`src/hw/rtl/pidc_pkg.sv`:
```
package pidc_pkg;

  localparam int unsigned SampleW = 16;
  localparam int unsigned GainW   = 16;
  localparam int unsigned ErrW    = SampleW + 1;
  localparam int unsigned DiffW   = SampleW + 2;
  localparam int unsigned SumW    = 32;
  localparam int unsigned DriveW  = 32;
  localparam int unsigned MulAW   = 17;
  localparam int unsigned MulBW   = 36;
  localparam int unsigned AccW    = 52;
  localparam int unsigned FracW   = 8;
  localparam int unsigned CfgIdxW = 2;

  localparam logic [CfgIdxW-1:0] CFG_PROP_GAIN   = 2'd0;
  localparam logic [CfgIdxW-1:0] CFG_INTEG_GAIN  = 2'd1;
  localparam logic [CfgIdxW-1:0] CFG_DERIV_GAIN  = 2'd2;
  localparam logic [CfgIdxW-1:0] CFG_SAMPLE_RATE = 2'd3;

  typedef enum logic [2:0] {
    ST_IDLE,
    ST_RATE,
    ST_DERIV,
    ST_INTEG,
    ST_PROP,
    ST_SUM,
    ST_DONE
  } state_e;

  typedef enum logic [1:0] {
    MUL_RATE,
    MUL_DERIV,
    MUL_INTEG,
    MUL_PROP
  } mul_sel_e;

  typedef struct packed {
    logic     load;
    logic     prod_en;
    mul_sel_e mul_sel;
    logic     acc_clr;
    logic     acc_add;
    logic     out_load;
  } dp_cmd_t;

endpackage

```
`src/hw/rtl/pidc_ctrl.sv`:
```
module pidc_ctrl import pidc_pkg::*; (
  input  logic    clk_i,
  input  logic    rst_ni,
  input  logic    in_valid_i,
  output logic    in_ready_o,
  output logic    out_valid_o,
  input  logic    out_ready_i,
  output dp_cmd_t cmd_o
);

  state_e state_q, state_d;
  logic   out_valid_q, out_valid_d;
  logic   out_free;

  assign out_free = !out_valid_q || out_ready_i;

  always_comb begin
    state_d = state_q;
    case (state_q)
      ST_IDLE:  if (in_valid_i) state_d = ST_RATE;
      ST_RATE:  state_d = ST_DERIV;
      ST_DERIV: state_d = ST_INTEG;
      ST_INTEG: state_d = ST_PROP;
      ST_PROP:  state_d = ST_SUM;
      ST_SUM:   state_d = ST_DONE;
      ST_DONE:  if (out_free) state_d = ST_IDLE;
      default:  state_d = ST_IDLE;
    endcase
  end

  always_comb begin
    cmd_o      = '0;
    in_ready_o = 1'b0;
    case (state_q)
      ST_IDLE: begin
        in_ready_o = 1'b1;
        cmd_o.load = in_valid_i;
      end
      ST_RATE: begin
        cmd_o.mul_sel = MUL_RATE;
        cmd_o.prod_en = 1'b1;
      end
      ST_DERIV: begin
        cmd_o.mul_sel = MUL_DERIV;
        cmd_o.prod_en = 1'b1;
        cmd_o.acc_clr = 1'b1;
      end
      ST_INTEG: begin
        cmd_o.mul_sel = MUL_INTEG;
        cmd_o.prod_en = 1'b1;
        cmd_o.acc_add = 1'b1;
      end
      ST_PROP: begin
        cmd_o.mul_sel = MUL_PROP;
        cmd_o.prod_en = 1'b1;
        cmd_o.acc_add = 1'b1;
      end
      ST_SUM: begin
        cmd_o.acc_add = 1'b1;
      end
      ST_DONE: begin
        cmd_o.out_load = out_free;
      end
      default: begin
        cmd_o = '0;
      end
    endcase
  end

  always_comb begin
    out_valid_d = out_valid_q;
    if (cmd_o.out_load) begin
      out_valid_d = 1'b1;
    end else if (out_ready_i) begin
      out_valid_d = 1'b0;
    end
  end

  always_ff @(posedge clk_i or negedge rst_ni) begin
    if (!rst_ni) begin
      state_q     <= ST_IDLE;
      out_valid_q <= 1'b0;
    end else begin
      state_q     <= state_d;
      out_valid_q <= out_valid_d;
    end
  end

  assign out_valid_o = out_valid_q;

endmodule

```
`src/hw/rtl/pidc_datapath.sv`:
```
module pidc_datapath import pidc_pkg::*; (
  input  logic                      clk_i,
  input  logic                      rst_ni,
  input  dp_cmd_t                   cmd_i,
  input  logic                      cfg_we_i,
  input  logic [CfgIdxW-1:0]        cfg_index_i,
  input  logic [GainW-1:0]          cfg_wdata_i,
  input  logic signed [SampleW-1:0] setpoint_i,
  input  logic signed [SampleW-1:0] measured_i,
  output logic signed [DriveW-1:0]  drive_o
);

  localparam int unsigned ShW = AccW - FracW;

  logic signed [GainW-1:0]   kp_q, ki_q, kd_q;
  logic        [GainW-1:0]   rate_q;
  logic signed [SumW-1:0]    err_sum_q, err_sum_d;
  logic signed [ErrW-1:0]    last_err_q;
  logic signed [DiffW-1:0]   diff_q;
  logic signed [AccW-1:0]    prod_q, acc_q;
  logic signed [DriveW-1:0]  drive_q, drive_d;

  logic signed [ErrW-1:0]    err;
  logic signed [DiffW-1:0]   diff;
  logic signed [SumW:0]      sum_wide;
  logic signed [MulAW-1:0]   mul_a;
  logic signed [MulBW-1:0]   mul_b;
  logic signed [MulAW+MulBW-1:0] mul_p;
  logic signed [ShW-1:0]     shifted;

  // error, saturating integral and error difference
  assign err      = ErrW'(setpoint_i) - ErrW'(measured_i);
  assign diff     = DiffW'(err) - DiffW'(last_err_q);
  assign sum_wide = (SumW+1)'(err_sum_q) + (SumW+1)'(err);

  always_comb begin
    if (sum_wide[SumW] != sum_wide[SumW-1]) begin
      err_sum_d = sum_wide[SumW] ? {1'b1, {(SumW-1){1'b0}}} : {1'b0, {(SumW-1){1'b1}}};
    end else begin
      err_sum_d = sum_wide[SumW-1:0];
    end
  end

  // shared multiplier
  always_comb begin
    case (cmd_i.mul_sel)
      MUL_RATE: begin
        mul_a = {1'b0, rate_q};
        mul_b = MulBW'(diff_q);
      end
      MUL_DERIV: begin
        mul_a = MulAW'(kd_q);
        mul_b = prod_q[MulBW-1:0];
      end
      MUL_INTEG: begin
        mul_a = MulAW'(ki_q);
        mul_b = MulBW'(err_sum_q);
      end
      MUL_PROP: begin
        mul_a = MulAW'(kp_q);
        mul_b = MulBW'(last_err_q);
      end
      default: begin
        mul_a = '0;
        mul_b = '0;
      end
    endcase
  end

  assign mul_p = mul_a * mul_b;

  // floor shift and output saturation
  assign shifted = acc_q[AccW-1:FracW];

  always_comb begin
    if ((&shifted[ShW-1:DriveW-1]) || !(|shifted[ShW-1:DriveW-1])) begin
      drive_d = shifted[DriveW-1:0];
    end else if (shifted[ShW-1]) begin
      drive_d = {1'b1, {(DriveW-1){1'b0}}};
    end else begin
      drive_d = {1'b0, {(DriveW-1){1'b1}}};
    end
  end

  always_ff @(posedge clk_i or negedge rst_ni) begin
    if (!rst_ni) begin
      kp_q       <= '0;
      ki_q       <= '0;
      kd_q       <= '0;
      rate_q     <= GainW'(1);
      err_sum_q  <= '0;
      last_err_q <= '0;
    end else begin
      if (cfg_we_i) begin
        case (cfg_index_i)
          CFG_PROP_GAIN:   kp_q   <= cfg_wdata_i;
          CFG_INTEG_GAIN:  ki_q   <= cfg_wdata_i;
          CFG_DERIV_GAIN:  kd_q   <= cfg_wdata_i;
          CFG_SAMPLE_RATE: rate_q <= cfg_wdata_i;
          default: ;
        endcase
      end
      if (cmd_i.load) begin
        err_sum_q  <= err_sum_d;
        last_err_q <= err;
      end
    end
  end

  always_ff @(posedge clk_i) begin
    if (cmd_i.load) begin
      diff_q <= diff;
    end
    if (cmd_i.prod_en) begin
      prod_q <= mul_p[AccW-1:0];
    end
    if (cmd_i.acc_clr) begin
      acc_q <= '0;
    end else if (cmd_i.acc_add) begin
      acc_q <= acc_q + prod_q;
    end
    if (cmd_i.out_load) begin
      drive_q <= drive_d;
    end
  end

  assign drive_o = drive_q;

endmodule

```
`src/hw/rtl/pid_controller_step.sv`:
```
// Fixed-point PID step. Each request (setpoint, measured) updates a saturating
// 32-bit error integral and the stored previous error, and yields one drive
// value (Kp*e + Ki*I + Kd*rate*(e - e_prev)) >> 8 with floor rounding, clamped
// to signed 32 bits. Gains are signed Q8.8; sample_rate is unsigned. A request
// passes through the rate, derivative, integral, proportional, sum and done
// states: the single shared 17x36 multiplier forms rate*de, then the
// derivative, integral and proportional products one per cycle; the sum state
// adds the last product and the done state saturates into the result register.
// A new request is taken only once the block is back in its idle state.
// The result register lets the next request be taken while a drive value is
// still waiting; that request then holds in its saturate step until the
// waiting drive value is taken. Write configuration registers only while the
// block is idle.
module pid_controller_step import pidc_pkg::*; (
  input  logic                      clk_i,
  input  logic                      rst_ni,
  input  logic                      in_valid_i,
  output logic                      in_ready_o,
  input  logic signed [SampleW-1:0] setpoint_i,
  input  logic signed [SampleW-1:0] measured_i,
  output logic                      out_valid_o,
  input  logic                      out_ready_i,
  output logic signed [DriveW-1:0]  drive_o,
  input  logic                      cfg_we_i,
  input  logic [CfgIdxW-1:0]        cfg_index_i,
  input  logic [GainW-1:0]          cfg_wdata_i
);

  dp_cmd_t cmd;

  pidc_ctrl u_ctrl (
    .clk_i       (clk_i),
    .rst_ni      (rst_ni),
    .in_valid_i  (in_valid_i),
    .in_ready_o  (in_ready_o),
    .out_valid_o (out_valid_o),
    .out_ready_i (out_ready_i),
    .cmd_o       (cmd)
  );

  pidc_datapath u_datapath (
    .clk_i       (clk_i),
    .rst_ni      (rst_ni),
    .cmd_i       (cmd),
    .cfg_we_i    (cfg_we_i),
    .cfg_index_i (cfg_index_i),
    .cfg_wdata_i (cfg_wdata_i),
    .setpoint_i  (setpoint_i),
    .measured_i  (measured_i),
    .drive_o     (drive_o)
  );

endmodule

```
`config.mk`:
```
export PLATFORM = sky130hd
export DESIGN_NAME = pid_controller_step
export DESIGN_NICKNAME = d
export VERILOG_FILES = /design/src/hw/rtl/pidc_pkg.sv /design/src/hw/rtl/pidc_ctrl.sv /design/src/hw/rtl/pidc_datapath.sv /design/src/hw/rtl/pid_controller_step.sv
export SDC_FILE = /design/constraint.sdc
export NUM_CORES = 2
export LEC_CHECK = 0
export ABC_AREA = 1
export CAP_MARGIN = 10
export CORE_MARGIN = 5
export CORE_UTILIZATION = 55
export DETAILED_ROUTE_END_ITERATION = 8
export DONT_BUFFER_PORTS = 1
export GPL_TIMING_DRIVEN = 0
export PLACE_DENSITY = 0.7
export SKIP_CTS_REPAIR_TIMING = 1
export SLEW_MARGIN = 20
export SYNTH_ARGS = -nofsm -noshare
export SYNTH_HDL_FRONTEND = slang
export SYNTH_SLANG_ARGS = --single-unit
export TNS_END_PERCENT = 20
```
`constraint.sdc`:
```
create_clock -name clk_i -period 14.15 [get_ports clk_i]
set_input_delay 0.7075 -clock clk_i [delete_from_list [all_inputs] [get_ports clk_i]]
set_output_delay 0.7075 -clock clk_i [all_outputs]
set_load 0.02 [all_outputs]
```
==> impl_metrics.toml <==
[finish]
antennaDiodeCount = 0
fillers = 6807
regArea_sq_um = 7030
final_nets = 6178
multiInputGateArea_sq_um = 27800
areaGrowthSynthToFinish_pct = 5.65
drive_above_1_share_pct = 4.37

[sta]
finalSetupTns_ns = 0
hold_viol_final = 0
slew_headroom_pct = 29.2
fin_crit_sh_pct = 62.6
setup_viol = 0
clock_skew_ns = 0.0371
grt_setup_unrepaired = "no"
final_max_slew_viol_count = 0
worst_slew_pin_slew_ns = 1.06
min_period_ns = 8.85
fmax_mhz = 113

[placed_design]
io_buffers = 0
gp_congestion = 1.04
dp_hpwl_um = 113000

[logic_synthesis]
yosys.area_share.simple_pct = 21.3
synth_common_cells = "1265 x nand2_1, 1142 x inv_1, 580 x nor2_1"
yosys.area_share.xor_xnor_pct = 2.59
synth_top_cells_by_area = "fa_1 29%, nand2_1 12%, inv_1 11%, edfxtp_1 7.7%, ha_1 7.4%"
synthArstFlopShare_pct = 43.2
synth_top_family_by_area = "adder cells"
seq_area_frac_synth_pct = 17.6
synth_top_area_cell = "fa_1"
synth_area_sq_um = 39900
synth_edf_count = 102
synth_cells = 5273
yosys_warnings = 0
yosys_register_bits = 271
synthFlopType = "dfrtp_1"
syn_avg_cell_area_sq_um = 7.56
synth-compound-area-share_pct = 9.30
yosysMostFrequentCell = "nand2_1"
synth_nets = 6144
synth_top_cell_area_share_pct = 29.1
yosys.cell_types.count = 61
synth_fa_ha_area_share_pct = 36.5
synthMuxAreaShare_pct = 0

[worst_setup_path]
cp_slowest_cell = "o21ai_0"
crit_arrival_ns = 9.19
cp-start-kind = "register"
criticalPathCategory = "register to register"
timing.critical_path.to_type = "register"
cp.required_ns = 14.48
r2r_start = "u_ctrl.state_q[0]$_DFFE_PN0P_"
path_buf_inv = 10
slowest_delay_ns = 0.63
crit_path_start = "u_ctrl.state_q[0]$_DFFE_PN0P_"
crit_family = "adder cells"
crit_path_max_fanout = 10

[global_routing]
grt_pass1_wl_um = 206000
antenna_found_initial = 1
grt_usage_pct = 34.4
grt_overflow = 0
grt_pass1_vias = 34648
grt_max_degree = 118

[routing]
routed_via_density = 5.61
dr.pass1.iters = 6
ant_nets = 0
drtIter0Drc = 3668
routed_wl_um = 135000
wire_per_inst_um = 21.6
vias = 35201
route.detailed.drc = 0

[clocking]
path_clk_slew_ns = 0.07
cts-root-buf = "clkbuf_16"
cts_tree = "built"
clock_path_buffers = 3
cts_sinks = 271
clkLatencyLatePin_ns = 0.59
numCtsBuffers = 28
h-tree-depth = 1

[floorplan]
pin_count = 89
dieHeight_um = 279
dieArea_sq_um = 78000
die_w_um = 279
core_area_sq_um = 71700
placementRows = 98
start_util_pct = 55.6

[job]
cap_viol_max_count = 0

[status]
status = "complete, no violations"

[hold_path]
min_path_type = "input pin to async pin"
==> cells in the final DEF, fill, tap and decap left out, types with 8 or more instances in the layout <==
cell	synthesis	final
edfxtp_1	102	102
nor2_1	580	579
a31oi_1	20	20
nand3_1	148	148
dfrtp_1	116	116
o21ai_0	237	237
a21oi_1	261	261
nand4_1	44	44
o21bai_1	29	28
dfxtp_1	52	52
clkbuf_1	39	45
inv_2	20	20
inv_1	1142	1142
or2_2	27	27
xor2_1	93	93
clkbuf_16	0	29
nor3_1	24	24
fa_1	579	579
nand2_1	1265	1265
o21ai_2	13	13
o2111ai_1	10	10
buf_2	86	86
nor4_1	8	8
xnor2_1	25	25
a21o_1	21	21
ha_1	237	237
==> sequential cells by signal (all words and copies together) (netlist names) <==
signal and cells:
u_datapath.diff_q 18, u_datapath.last_err_q 17, u_datapath.err_sum_q 32, u_datapath.rate_q 16, u_datapath.acc_q 52, u_datapath.kp_q 16, u_datapath.drive_o 32, u_datapath.kd_q 16
u_datapath.prod_q 52, u_ctrl.state_q 3, u_datapath.ki_q 16, u_ctrl.out_valid_o 1
==> kinds of logic (layout without fill, tap and decap cells) <==
group                      Yosys count  after routing
and+or+nand+nor                   2120           2120
buffers and inverters             1303           1359
adders and majority gates          816            816
AOI/OAI and AO/OA                  645            645
DFF                                271            271
xor gates and xnor gates           118            118
==> final timing paths <==
kind / endpoint / slack [ns] / cells past startpoint
setup reg to reg: u_datapath.prod_q[29]$_DFFE_PP_ / 5.30 / 29
hold / removal: u_datapath.kp_q[3]$_DFFE_PN0P_ / 0.1 / 1
max in group asynchronous: u_datapath.last_err_q[7]$_DFFE_PN0P_ / 13.58 / 1
hold reg to reg: u_datapath.ki_q[3]$_DFFE_PN0P_ / 0.48 / 2
min in group clk_i: u_ctrl.out_valid_o$_DFFE_PN0P_ / 0.25 / 1
setup / recovery: u_datapath.prod_q[29]$_DFFE_PP_ / 5.30 / 29
==> routing by layer <==
layer | track usage [%] | up-vias | routed length (um) | part of all wire [%]
met1 | 49.3 | 17062 | 56600 | 42
met3 | 8.81 | 287 | 15400 | 11
li1 | - | 16090 | - | -
met4 | 10.5 | 2 | 5310 | 3.9
met5 | 0 | - | 13 | 0.0096
met2 | 51.8 | 1760 | 58200 | 43
==> metrics by stage <==
stage / utilization [%] / hold slack [ns] / setup slack [ns] / cell area, sq um / cells
after floorplan: - / 0.412 / 7.63 / 39900 / 5273
after global placement: 57.2 / 0.415 / 5.48 / 41100 / 6223
after detailed placement: 57.4 / 0.415 / 5.53 / 41100 / 6226
after CTS: 58.7 / -0.197 / 5.51 / 42100 / 6278
after global routing: 58.7 / 0.132 / 5.08 / 42100 / 6279
final: 58.7 / 0.0991 / 5.30 / 42100 / 6279
==> area by class of cell <==
class	count	area share (%)
multi-input cells	3699	66.0
flip-flops and latches	271	16.7
inverters	1164	10.4
well taps	950	2.82
clock buffers	37	1.84
plain buffers	139	1.61
clock inverters	15	0.413
repair buffers	4	0.208
Power is left out: the tool's default activity adds up to more than one toggle a clock period on the data nets, which glitch-free logic cannot reach.
